### src/hdl/axsup_pkg.sv
// Shared types, codes and helper functions of the axis supervisor.
package axsup_pkg;

	// Motion commands are carried out only when this is set.
	localparam logic MOTION_IMPLEMENTED = 1'b1;

	// Depth of the queue between the front and the back.
	localparam int QDEPTH = 2;
	localparam int QPTR_W = $clog2(QDEPTH);
	localparam int QCNT_W = $clog2(QDEPTH + 1);

	// Configuration register indexes.
	localparam logic [1:0] REG_ALLOW_UNCAL = 2'd0;
	localparam logic [1:0] REG_SOFT_MIN    = 2'd1;
	localparam logic [1:0] REG_SOFT_MAX    = 2'd2;

	localparam logic signed [31:0] S32_MIN = 32'sh8000_0000;
	localparam logic signed [31:0] S32_MAX = 32'sh7FFF_FFFF;

	// Raw command codes on the input port.
	typedef enum logic [3:0] {
		CMD_ENABLE  = 4'd0,
		CMD_DISABLE = 4'd1,
		CMD_STOP    = 4'd2,
		CMD_QSTOP   = 4'd3,
		CMD_MOVE_REL = 4'd4,
		CMD_MOVE_ABS = 4'd5,
		CMD_CFG_CHG = 4'd6,
		CMD_CAL_DONE = 4'd7,
		CMD_RT_TICK = 4'd8,
		CMD_BG_TICK = 4'd9
	} cmd_t;

	// Classified operation handed from the front to the back.
	typedef enum logic [3:0] {
		OP_NONE,
		OP_ENABLE,
		OP_DISABLE,
		OP_STOP,
		OP_QSTOP,
		OP_MOVE,
		OP_CFG_CHG,
		OP_CAL_DONE,
		OP_RT_TICK,
		OP_BG_TICK
	} op_t;

	// Axis modes.
	typedef enum logic [2:0] {
		MODE_SAFE     = 3'd0,
		MODE_CONFIG   = 3'd1,
		MODE_ARMED    = 3'd2,
		MODE_READY    = 3'd3,
		MODE_MOTION   = 3'd4,
		MODE_STOPPING = 3'd5,
		MODE_FAULT    = 3'd6,
		MODE_CAL      = 3'd7
	} mode_t;

	// Logged event codes.
	typedef enum logic [2:0] {
		LOG_NONE    = 3'd0,
		LOG_ENABLE  = 3'd1,
		LOG_DISABLE = 3'd2,
		LOG_STOP    = 3'd3,
		LOG_QSTOP   = 3'd4
	} evt_t;

	// Live status flags that come with every beat.
	typedef struct packed {
		logic fault_active;
		logic safe_mode;
		logic calibration_valid;
		logic arming_only;
		logic controlled_motion;
		logic trajectory_finished;
	} flags_t;

	// One classified item as it waits in the queue.
	typedef struct packed {
		op_t                op;
		logic signed [31:0] goal_um;
		logic               cal_success;
		flags_t             flags;
	} entry_t;

	// Configuration register contents.
	typedef struct packed {
		logic               allow_uncal;
		logic signed [31:0] soft_min_um;
		logic signed [31:0] soft_max_um;
	} cfg_t;

	// Mode the axis settles in when no motion is going on.
	function automatic mode_t idle_mode(input flags_t f, input logic cal_req,
			input logic enable);
		mode_t m;
		if (f.fault_active) begin
			m = MODE_FAULT;
		end else if (cal_req && !enable) begin
			m = MODE_CONFIG;
		end else if (f.safe_mode || !enable) begin
			m = MODE_SAFE;
		end else if (f.arming_only) begin
			m = MODE_ARMED;
		end else if (cal_req) begin
			m = MODE_CONFIG;
		end else begin
			m = MODE_READY;
		end
		return m;
	endfunction

	// Motion preconditions for a given enable bit.
	function automatic logic run_ok(input flags_t f, input logic cal_req,
			input logic enable);
		return !f.fault_active && !f.safe_mode && !cal_req && enable &&
			f.controlled_motion;
	endfunction

endpackage

### src/hdl/axis_supervisor_state_machine.sv
// Top level of the axis supervisor: configuration registers and the front, queue and back.
// Supervisor for one motion axis. Each input beat carries one command and a snapshot of the
// live status flags; each produces exactly one result beat with acceptance, run permission,
// axis mode, enable and done bits, the position setpoint and the logged event. The block
// takes one beat per cycle while the queue has room and results are drained. A beat is
// decoded (and a relative target summed with saturation) as it enters a two-entry queue,
// and the back executes it against the axis state and writes the result register. The
// update of mode, enable, done and setpoint in the back sets the rate, since each command
// depends on the state left by the one before. Configuration writes are always ready and
// should be issued only while the block is idle.
module axis_supervisor_state_machine import axsup_pkg::*; (
	input  logic               clk,
	input  logic               arst_n,
	input  logic               cfg_valid,
	output logic               cfg_ready,
	input  logic        [1:0]  cfg_index,
	input  logic        [31:0] cfg_data,
	input  logic               item_valid,
	output logic               item_ready,
	input  logic        [3:0]  command,
	input  logic signed [31:0] amount_um,
	input  logic signed [31:0] current_pos_um,
	input  logic               cal_success,
	input  logic               fault_active,
	input  logic               safe_mode,
	input  logic               calibration_valid,
	input  logic               arming_only,
	input  logic               controlled_motion,
	input  logic               trajectory_finished,
	output logic               result_valid,
	input  logic               result_ready,
	output logic               accepted,
	output logic               run_allowed,
	output logic        [2:0]  axis_mode,
	output logic               enabled_out,
	output logic               done_out,
	output logic signed [31:0] setpoint_out_um,
	output logic        [2:0]  event_code
);

	cfg_t   cfg_q;
	flags_t flags;
	entry_t front_entry;
	entry_t head_entry;
	logic   q_full;
	logic   head_valid;
	logic   pop;
	logic   push;

	assign cfg_ready  = 1'b1;
	assign item_ready = !q_full;
	assign push       = item_valid && item_ready;

	assign flags = '{
		fault_active:        fault_active,
		safe_mode:           safe_mode,
		calibration_valid:   calibration_valid,
		arming_only:         arming_only,
		controlled_motion:   controlled_motion,
		trajectory_finished: trajectory_finished
	};

	// Configuration registers.
	always_ff @(posedge clk or negedge arst_n) begin
		if (!arst_n) begin
			cfg_q.allow_uncal <= 1'b0;
			cfg_q.soft_min_um <= S32_MIN;
			cfg_q.soft_max_um <= S32_MAX;
		end else if (cfg_valid && cfg_ready) begin
			unique case (cfg_index)
				REG_ALLOW_UNCAL: cfg_q.allow_uncal <= cfg_data[0];
				REG_SOFT_MIN:    cfg_q.soft_min_um <= cfg_data;
				REG_SOFT_MAX:    cfg_q.soft_max_um <= cfg_data;
				default: ;
			endcase
		end
	end

	axsup_front u_front (
		.command        (command),
		.amount_um      (amount_um),
		.current_pos_um (current_pos_um),
		.cal_success    (cal_success),
		.flags          (flags),
		.entry          (front_entry)
	);

	axsup_queue u_queue (
		.clk        (clk),
		.arst_n     (arst_n),
		.push       (push),
		.push_entry (front_entry),
		.full       (q_full),
		.pop        (pop),
		.head_valid (head_valid),
		.head_entry (head_entry)
	);

	axsup_back u_back (
		.clk             (clk),
		.arst_n          (arst_n),
		.cfg             (cfg_q),
		.head_valid      (head_valid),
		.head_entry      (head_entry),
		.pop             (pop),
		.result_valid    (result_valid),
		.result_ready    (result_ready),
		.accepted        (accepted),
		.run_allowed     (run_allowed),
		.axis_mode       (axis_mode),
		.enabled_out     (enabled_out),
		.done_out        (done_out),
		.setpoint_out_um (setpoint_out_um),
		.event_code      (event_code)
	);

endmodule

### src/hdl/axsup_front.sv
// Front part: decodes the command and forms the move target.
module axsup_front import axsup_pkg::*; (
	input  logic               [3:0]  command,
	input  logic signed        [31:0] amount_um,
	input  logic signed        [31:0] current_pos_um,
	input  logic                      cal_success,
	input  flags_t                    flags,
	output entry_t                    entry
);

	logic signed [32:0] sum_um;
	logic signed [31:0] rel_um;

	// Relative target, saturated to 32 bits.
	always_comb begin
		sum_um = {current_pos_um[31], current_pos_um} + {amount_um[31], amount_um};
		if (sum_um[32] != sum_um[31]) begin
			rel_um = sum_um[32] ? S32_MIN : S32_MAX;
		end else begin
			rel_um = sum_um[31:0];
		end
	end

	// Classify the command; codes with no meaning become no operation.
	always_comb begin
		entry.goal_um     = amount_um;
		entry.cal_success = cal_success;
		entry.flags       = flags;
		unique case (command)
			CMD_ENABLE:   entry.op = OP_ENABLE;
			CMD_DISABLE:  entry.op = OP_DISABLE;
			CMD_STOP:     entry.op = OP_STOP;
			CMD_QSTOP:    entry.op = OP_QSTOP;
			CMD_MOVE_REL: begin
				entry.op      = OP_MOVE;
				entry.goal_um = rel_um;
			end
			CMD_MOVE_ABS: entry.op = OP_MOVE;
			CMD_CFG_CHG:  entry.op = OP_CFG_CHG;
			CMD_CAL_DONE: entry.op = OP_CAL_DONE;
			CMD_RT_TICK:  entry.op = OP_RT_TICK;
			CMD_BG_TICK:  entry.op = OP_BG_TICK;
			default:      entry.op = OP_NONE;
		endcase
	end

endmodule

### src/hdl/axsup_queue.sv
// Short queue of classified items between the front and the back.
module axsup_queue import axsup_pkg::*; (
	input  logic   clk,
	input  logic   arst_n,
	input  logic   push,
	input  entry_t push_entry,
	output logic   full,
	input  logic   pop,
	output logic   head_valid,
	output entry_t head_entry
);

	entry_t              slots_q [QDEPTH];
	logic [QPTR_W-1:0]   wr_ptr_q;
	logic [QPTR_W-1:0]   rd_ptr_q;
	logic [QCNT_W-1:0]   count_q;

	assign full       = (count_q == QCNT_W'(QDEPTH));
	assign head_valid = (count_q != '0);
	assign head_entry = slots_q[rd_ptr_q];

	// Entry storage.
	always_ff @(posedge clk) begin
		if (push) begin
			slots_q[wr_ptr_q] <= push_entry;
		end
	end

	// Pointers and fill count.
	always_ff @(posedge clk or negedge arst_n) begin
		if (!arst_n) begin
			wr_ptr_q <= '0;
			rd_ptr_q <= '0;
			count_q  <= '0;
		end else begin
			if (push) begin
				wr_ptr_q <= (wr_ptr_q == QPTR_W'(QDEPTH - 1)) ? '0 : wr_ptr_q + 1'b1;
			end
			if (pop) begin
				rd_ptr_q <= (rd_ptr_q == QPTR_W'(QDEPTH - 1)) ? '0 : rd_ptr_q + 1'b1;
			end
			if (push && !pop) begin
				count_q <= count_q + 1'b1;
			end else if (pop && !push) begin
				count_q <= count_q - 1'b1;
			end
		end
	end

endmodule

### src/hdl/axsup_back.sv
// Back part: carries out each command against the axis state.
module axsup_back import axsup_pkg::*; (
	input  logic               clk,
	input  logic               arst_n,
	input  cfg_t               cfg,
	input  logic               head_valid,
	input  entry_t             head_entry,
	output logic               pop,
	output logic               result_valid,
	input  logic               result_ready,
	output logic               accepted,
	output logic               run_allowed,
	output logic        [2:0]  axis_mode,
	output logic               enabled_out,
	output logic               done_out,
	output logic signed [31:0] setpoint_out_um,
	output logic        [2:0]  event_code
);

	mode_t              mode_q, mode_d;
	logic               enable_q, enable_d;
	logic               done_q, done_d;
	logic signed [31:0] setpoint_q, setpoint_d;
	logic               out_valid_q;

	flags_t             f;
	logic               cal_req;
	logic               done_in;
	logic               move_ok;
	logic signed [31:0] clamped_um;
	mode_t              idle_now;
	logic               acc_d;
	evt_t               evt_d;

	// Take the next item whenever the result register is free or draining.
	assign pop          = head_valid && (!out_valid_q || result_ready);
	assign result_valid = out_valid_q;

	// Shared terms of the step.
	always_comb begin
		f        = head_entry.flags;
		cal_req  = !f.calibration_valid && !cfg.allow_uncal;
		done_in  = done_q || f.trajectory_finished;
		idle_now = idle_mode(f, cal_req, enable_q);
		move_ok  = MOTION_IMPLEMENTED && run_ok(f, cal_req, enable_q) &&
			!(cfg.soft_min_um > cfg.soft_max_um);
		if (head_entry.goal_um < cfg.soft_min_um) begin
			clamped_um = cfg.soft_min_um;
		end else if (head_entry.goal_um > cfg.soft_max_um) begin
			clamped_um = cfg.soft_max_um;
		end else begin
			clamped_um = head_entry.goal_um;
		end
	end

	// Next axis state.
	always_comb begin
		mode_d     = mode_q;
		enable_d   = enable_q;
		done_d     = done_in;
		setpoint_d = setpoint_q;
		unique case (head_entry.op)
			OP_ENABLE: begin
				if (!f.fault_active) begin
					enable_d = 1'b1;
					mode_d   = idle_mode(f, cal_req, 1'b1);
				end
			end
			OP_DISABLE: begin
				enable_d = 1'b0;
				mode_d   = MODE_SAFE;
			end
			OP_STOP: begin
				done_d = 1'b1;
				mode_d = MODE_STOPPING;
			end
			OP_QSTOP: begin
				done_d   = 1'b1;
				enable_d = 1'b0;
				mode_d   = MODE_SAFE;
			end
			OP_MOVE: begin
				if (move_ok) begin
					setpoint_d = clamped_um;
					done_d     = 1'b0;
					mode_d     = MODE_MOTION;
				end
			end
			OP_CFG_CHG: begin
				if (mode_q != MODE_FAULT && mode_q != MODE_MOTION &&
						mode_q != MODE_STOPPING && mode_q != MODE_CAL) begin
					mode_d = MODE_CONFIG;
				end
			end
			OP_CAL_DONE: begin
				mode_d = head_entry.cal_success ? idle_now : MODE_CONFIG;
			end
			OP_RT_TICK: begin
				if (f.fault_active) begin
					enable_d = 1'b0;
					done_d   = 1'b1;
					mode_d   = MODE_FAULT;
				end else if (!run_ok(f, cal_req, enable_q)) begin
					done_d = 1'b1;
				end
			end
			OP_BG_TICK: begin
				// The idle mode is never stopping or motion, so one pass settles it.
				if (mode_q == MODE_STOPPING || mode_q == MODE_CONFIG ||
						(mode_q == MODE_MOTION && done_in)) begin
					mode_d = idle_now;
				end
			end
			default: ;
		endcase
	end

	// Acceptance and logged event of the step.
	always_comb begin
		acc_d = 1'b0;
		evt_d = LOG_NONE;
		unique case (head_entry.op)
			OP_ENABLE: begin
				acc_d = !f.fault_active;
				evt_d = f.fault_active ? LOG_NONE : LOG_ENABLE;
			end
			OP_DISABLE: begin
				acc_d = 1'b1;
				evt_d = LOG_DISABLE;
			end
			OP_STOP: begin
				acc_d = 1'b1;
				evt_d = LOG_STOP;
			end
			OP_QSTOP: begin
				acc_d = 1'b1;
				evt_d = LOG_QSTOP;
			end
			OP_MOVE:     acc_d = move_ok;
			OP_CFG_CHG:  acc_d = 1'b1;
			OP_CAL_DONE: acc_d = 1'b1;
			OP_RT_TICK:  acc_d = 1'b1;
			OP_BG_TICK:  acc_d = 1'b1;
			default: ;
		endcase
	end

	// Axis state and result valid.
	always_ff @(posedge clk or negedge arst_n) begin
		if (!arst_n) begin
			mode_q      <= MODE_SAFE;
			enable_q    <= 1'b0;
			done_q      <= 1'b1;
			setpoint_q  <= '0;
			out_valid_q <= 1'b0;
		end else begin
			if (pop) begin
				mode_q     <= mode_d;
				enable_q   <= enable_d;
				done_q     <= done_d;
				setpoint_q <= setpoint_d;
			end
			if (pop) begin
				out_valid_q <= 1'b1;
			end else if (result_ready) begin
				out_valid_q <= 1'b0;
			end
		end
	end

	// Result register.
	always_ff @(posedge clk) begin
		if (pop) begin
			accepted        <= acc_d;
			run_allowed     <= run_ok(f, cal_req, enable_d);
			axis_mode       <= mode_d;
			enabled_out     <= enable_d;
			done_out        <= done_d;
			setpoint_out_um <= setpoint_d;
			event_code      <= evt_d;
		end
	end

endmodule
### config.mk
export PLATFORM = sky130hd
export DESIGN_NAME = axis_supervisor_state_machine
export DESIGN_NICKNAME = d
export VERILOG_FILES = /design/src/hdl/axsup_pkg.sv /design/src/hdl/axis_supervisor_state_machine.sv /design/src/hdl/axsup_front.sv /design/src/hdl/axsup_queue.sv /design/src/hdl/axsup_back.sv
export SDC_FILE = /design/constraint.sdc
export NUM_CORES = 1
export LEC_CHECK = 0
export BUFFER_PORTS_ARGS = -buffer_cell sky130_fd_sc_hd__buf_2
export CAP_MARGIN = 20
export CORE_ASPECT_RATIO = 1.5
export CORE_MARGIN = 10
export CORE_UTILIZATION = 60
export DETAILED_ROUTE_END_ITERATION = 8
export GPL_TIMING_DRIVEN = 0
export PLACE_DENSITY_LB_ADDON = 0.3
export RECOVER_POWER = 100
export SLEW_MARGIN = 25
export SYNTH_ARGS = -nofsm -noshare
export SYNTH_HDL_FRONTEND = slang
export SYNTH_SLANG_ARGS = --single-unit
### constraint.sdc
create_clock -name clk -period 6.1 [get_ports clk]
set_clock_uncertainty 0.2 [all_clocks]
set_input_delay 1.22 -clock clk [delete_from_list [all_inputs] [get_ports clk]]
set_output_delay 1.22 -clock clk [all_outputs]
set_load 0.02 [all_outputs]
==> impl_results.md <==
- Met3 Usage GRT: 3.34%
- Vert. Die Dim: ~210 µm
- R2R Setup Slk: 320 ps
- Post-synthesis sequential area ratio: a little under half
- Dpl hpwl: 30.4 mm
- Post-layout nets: 1776
- Largest net degree at the start of global routing: 74
- Post-route minimum period: ~5800 ps
- Horiz. Die Dim: 147 µm
- Max IR drop VDD: 0.360 mV
- Initial DRC Count: 570
- Reg power frac: 33.6%
- Post-route insts no fill: 1871
- Startpoint types: register
- Syn_area_per_cell: 10.8 µm²
- Mapped Nets: 1591
- Most frequent cell after synthesis: a21oi_1
- Vias in the first global route: 11.8k
- Async S/R FF share, synth: 45.5%
- H-Tree Depth: 1
- Setup TNS: 0 ps
- Initial Util: 61.1%
- Sw Ratio: 37.6%
- Yosys top cell by area: edfxtp_1
- Worst Setup End Kind: register
- GRT Residual Overflow: 0
- Failing checks: max-capacitance violations, max-slew violations
- Predominant post-synthesis flop cell: edfxtp_1
- Synth warn: 0
- Status: finished with violations
- Fmax: 173 MHz
- Final Cycle Share: 94.8%
- Top cells by area, synth: edfxtp_1 26%, dfrtp_1 13%, ha_1 11%
- P_int: 4.29 mW
- CTS Buf Count: 22
- Critical Path RT: 6110 ps
- Worst reg2reg path depth: 15
- DRC: 0
- Pins Over Slew Limit: about 190
- Comb pwr share: a little under half
- Endpoints failing setup: 0
- Setup WS pre-CTS: -171 ps
- Syn Inst Count: 1348
- Total GRT Usage: roughly 24%
- Crit Path Class: reg -> reg
- Worst min-delay path class: reg -> reg
- CTS sink count: ~240
- Number of synthesized flops with an enable pin: 128
- Synth cell types: 73
- FF+latch count, synth: approximately 240
- Max transition margin: -49.9%
- Clock Latency Late Sink: 520 ps
- Die ar.: a little over 30000 µm²
- TritonCTS clock tree: done
- Power, Total: 6.87 mW
- Wire per inst: roughly 20 µm
- Fin util: approximately 70%
- First-pass GRT wire length: approximately 62 mm
- Hold Buf Count CTS: 0
- Port Buf Inserts: around 160
- Max-cap viol count: 4
- Synthesized area: 14500 µm²
- Slew @ Worst Pin: around 2200 ps
- Dpl cells: 1828
- RSZ-0062 raised after global routing: false
- Clock Power Share: 21.3%
- Clk buf depth: 3
- Synth top area share: about a quarter
- Top-Level Pins: approximately 160
- M1 GR Usage: 26.8%
- Area grow syn2layout: 13.2%
- Final worst slack: 320 ps
- Power Dens Cells: 417 nW/µm²
- Via count: 11.1k
- Clock transition at path regs: 60 ps
- Clock root buffer master: clkbuf_16
- Row cnt: 69
- Drt pass-1 iters: 7
- Final hold vios: 0
- Worst Min Path Start: u_queue.wr_ptr_q
- M2 GR Usage: 46.3%
- WL final: a little under 40 mm
- Core area: 23800 µm²
- Pleak: just over 7 nW
- R2r startpoint: u_queue.rd_ptr_q
- Top post-synthesis cells by count: 156 x a21oi_1, 131 x mux2_2, 128 x edfxtp_1, 128 x ha_1, 110 x nor2_1
- DRT antenna net count: 0
- RR Endpoint: u_back.setpoint_out_um[13]
- Net Switching: 2.58 mW
- Crit path DAT: 5790 ps
- Busiest grt layer: met2
- GP Congestion: 0.940
- Hold Crit Endpoint: u_queue.wr_ptr_q
- Hold Path Depth: 1
- Share of cells above drive strength 1: between 20% and 30%
- Initial antenna violation count: 4
- Crit Path Max Fanout: 10
- DR vias/cell: 5.96
==> power groups by stage <==
stage	clock network, mW	registers, mW	logic [mW]
3_5_place_dp	0	2.32	3.14
5_1_grt	1.54	2.35	3.39
6_report	1.47	2.31	3.10
2_1_floorplan	0	2.42	2.12
4_1_cts	1.49	2.29	3.17
3_3_place_gp	0	2.33	3.03
==> cells in the final DEF (no fill, tap or decap), types with 5 or more instances in the layout <==
master     count
inv_1         72
mux2_2       128
nand2_1       76
mux2i_1       38
dfstp_2       31
a21o_1        33
nand3_1        8
maj3_1        11
o211ai_1       6
or3_1          6
o21ai_0       54
ha_1         128
a31oi_1       10
clkbuf_1      96
clkbuf_16     23
nand2b_1      14
a21oi_1      157
dfrtp_1       74
buf_2        109
o22ai_1        5
nor3_1        14
nor2b_1       15
or2_2          5
xor2_1        17
nor3b_1        6
nand4_1       24
o31ai_1       21
o21a_1        10
a211oi_1       9
xnor2_1       15
edfxtp_1     128
nor2_1       110
==> metal layers <==
metal,share of wire [%],up-vias,wire length [µm]
met5,0.065,-,25
met4,3.2,4,1250
met3,4.8,82,1870
met2,54,335,20700
met1,38,5371,14700
li1,-,5354,-
==> worst max-delay path by stage <==
stage	end	cells past startpoint	from
4_1_cts	u_back.setpoint_out_um[13]	15	u_queue.rd_ptr_q
3_3_place_gp	u_back.setpoint_out_um[13]	15	u_queue.rd_ptr_q
3_5_place_dp	u_back.setpoint_out_um[13]	15	u_queue.rd_ptr_q
6_report	u_back.setpoint_out_um[13]	15	u_queue.rd_ptr_q
2_1_floorplan	u_queue.slots_q[0][15]	12	amount_um[0]
5_1_grt	u_back.setpoint_out_um[13]	15	u_queue.rd_ptr_q
==> cell type report <==
class                   instances  area [µm²]
repair buffers                161         734
clock inverters                10         150
inverters                      73         275
well taps                     319         399
fillers                      1872        7360
plain buffers                  51         280
flip-flops and latches        235        6560
clock buffers                  30         622
diodes                          3        7.51
multi-input cells             989        7430
==> worst max-delay path, cell delays in order (launching register included) <==
cell	delay, ps
dfrtp_1	350
buf_6	160
buf_2	290
buf_2	380
clkbuf_1	470
mux2_1	450
ha_1	350
nand4_1	220
nor4_2	460
o311ai_0	280
nand4_1	160
mux2_2	400
clkbuf_2	270
mux2_2	340
mux2i_1	490
a21oi_1	190
==> logic make-up (layout without fill, tap and decap cells) <==
kind of cell | count (synthesis) | in the layout | share of synthesized area, %
DFF | 235 | 235 | 45.1
and+or+nand+nor | 296 | 296 | 9.50
other | 1 | 4 | 0.0258
buffers and inverters | 124 | 325 | 3.82
muxes | 171 | 171 | 13.0
xor gates and xnor gates | 32 | 32 | 1.93
AOI/OAI and AO/OA | 349 | 349 | 14.8
adders and majority gates | 140 | 140 | 11.9
==> state kept, by name, summed over array words and instances, names as in the netlist <==
name and cells:
u_back.accepted 1, cfg_q 65, u_back.enabled_out 1, u_back.done_q 1, u_back.done_out 1, u_back.run_allowed 1
u_queue.count_q 2, u_back.setpoint_q 32, u_back.enable_q 1, u_back.result_valid 1, u_back.axis_mode 3, u_queue.slots_q 86
u_back.mode_q 3, u_queue.rd_ptr_q 1, u_back.setpoint_out_um 32, u_queue.wr_ptr_q 1, u_back.event_code 3
==> stage by stage <==
step	hold WS [ps]	cell area [µm²]
floorplan	261	14500
global placement	277	15700
detailed placement	294	15900
CTS	309	16600
global route	343	16500
finish	296	16500
==> repair_timing <==
item,in CTS,in global routing
buffers inserted,0,0
gates resized for setup,2,1
setup endpoints to repair,4,7
Note: power is estimated with default switching activity, not from simulation.
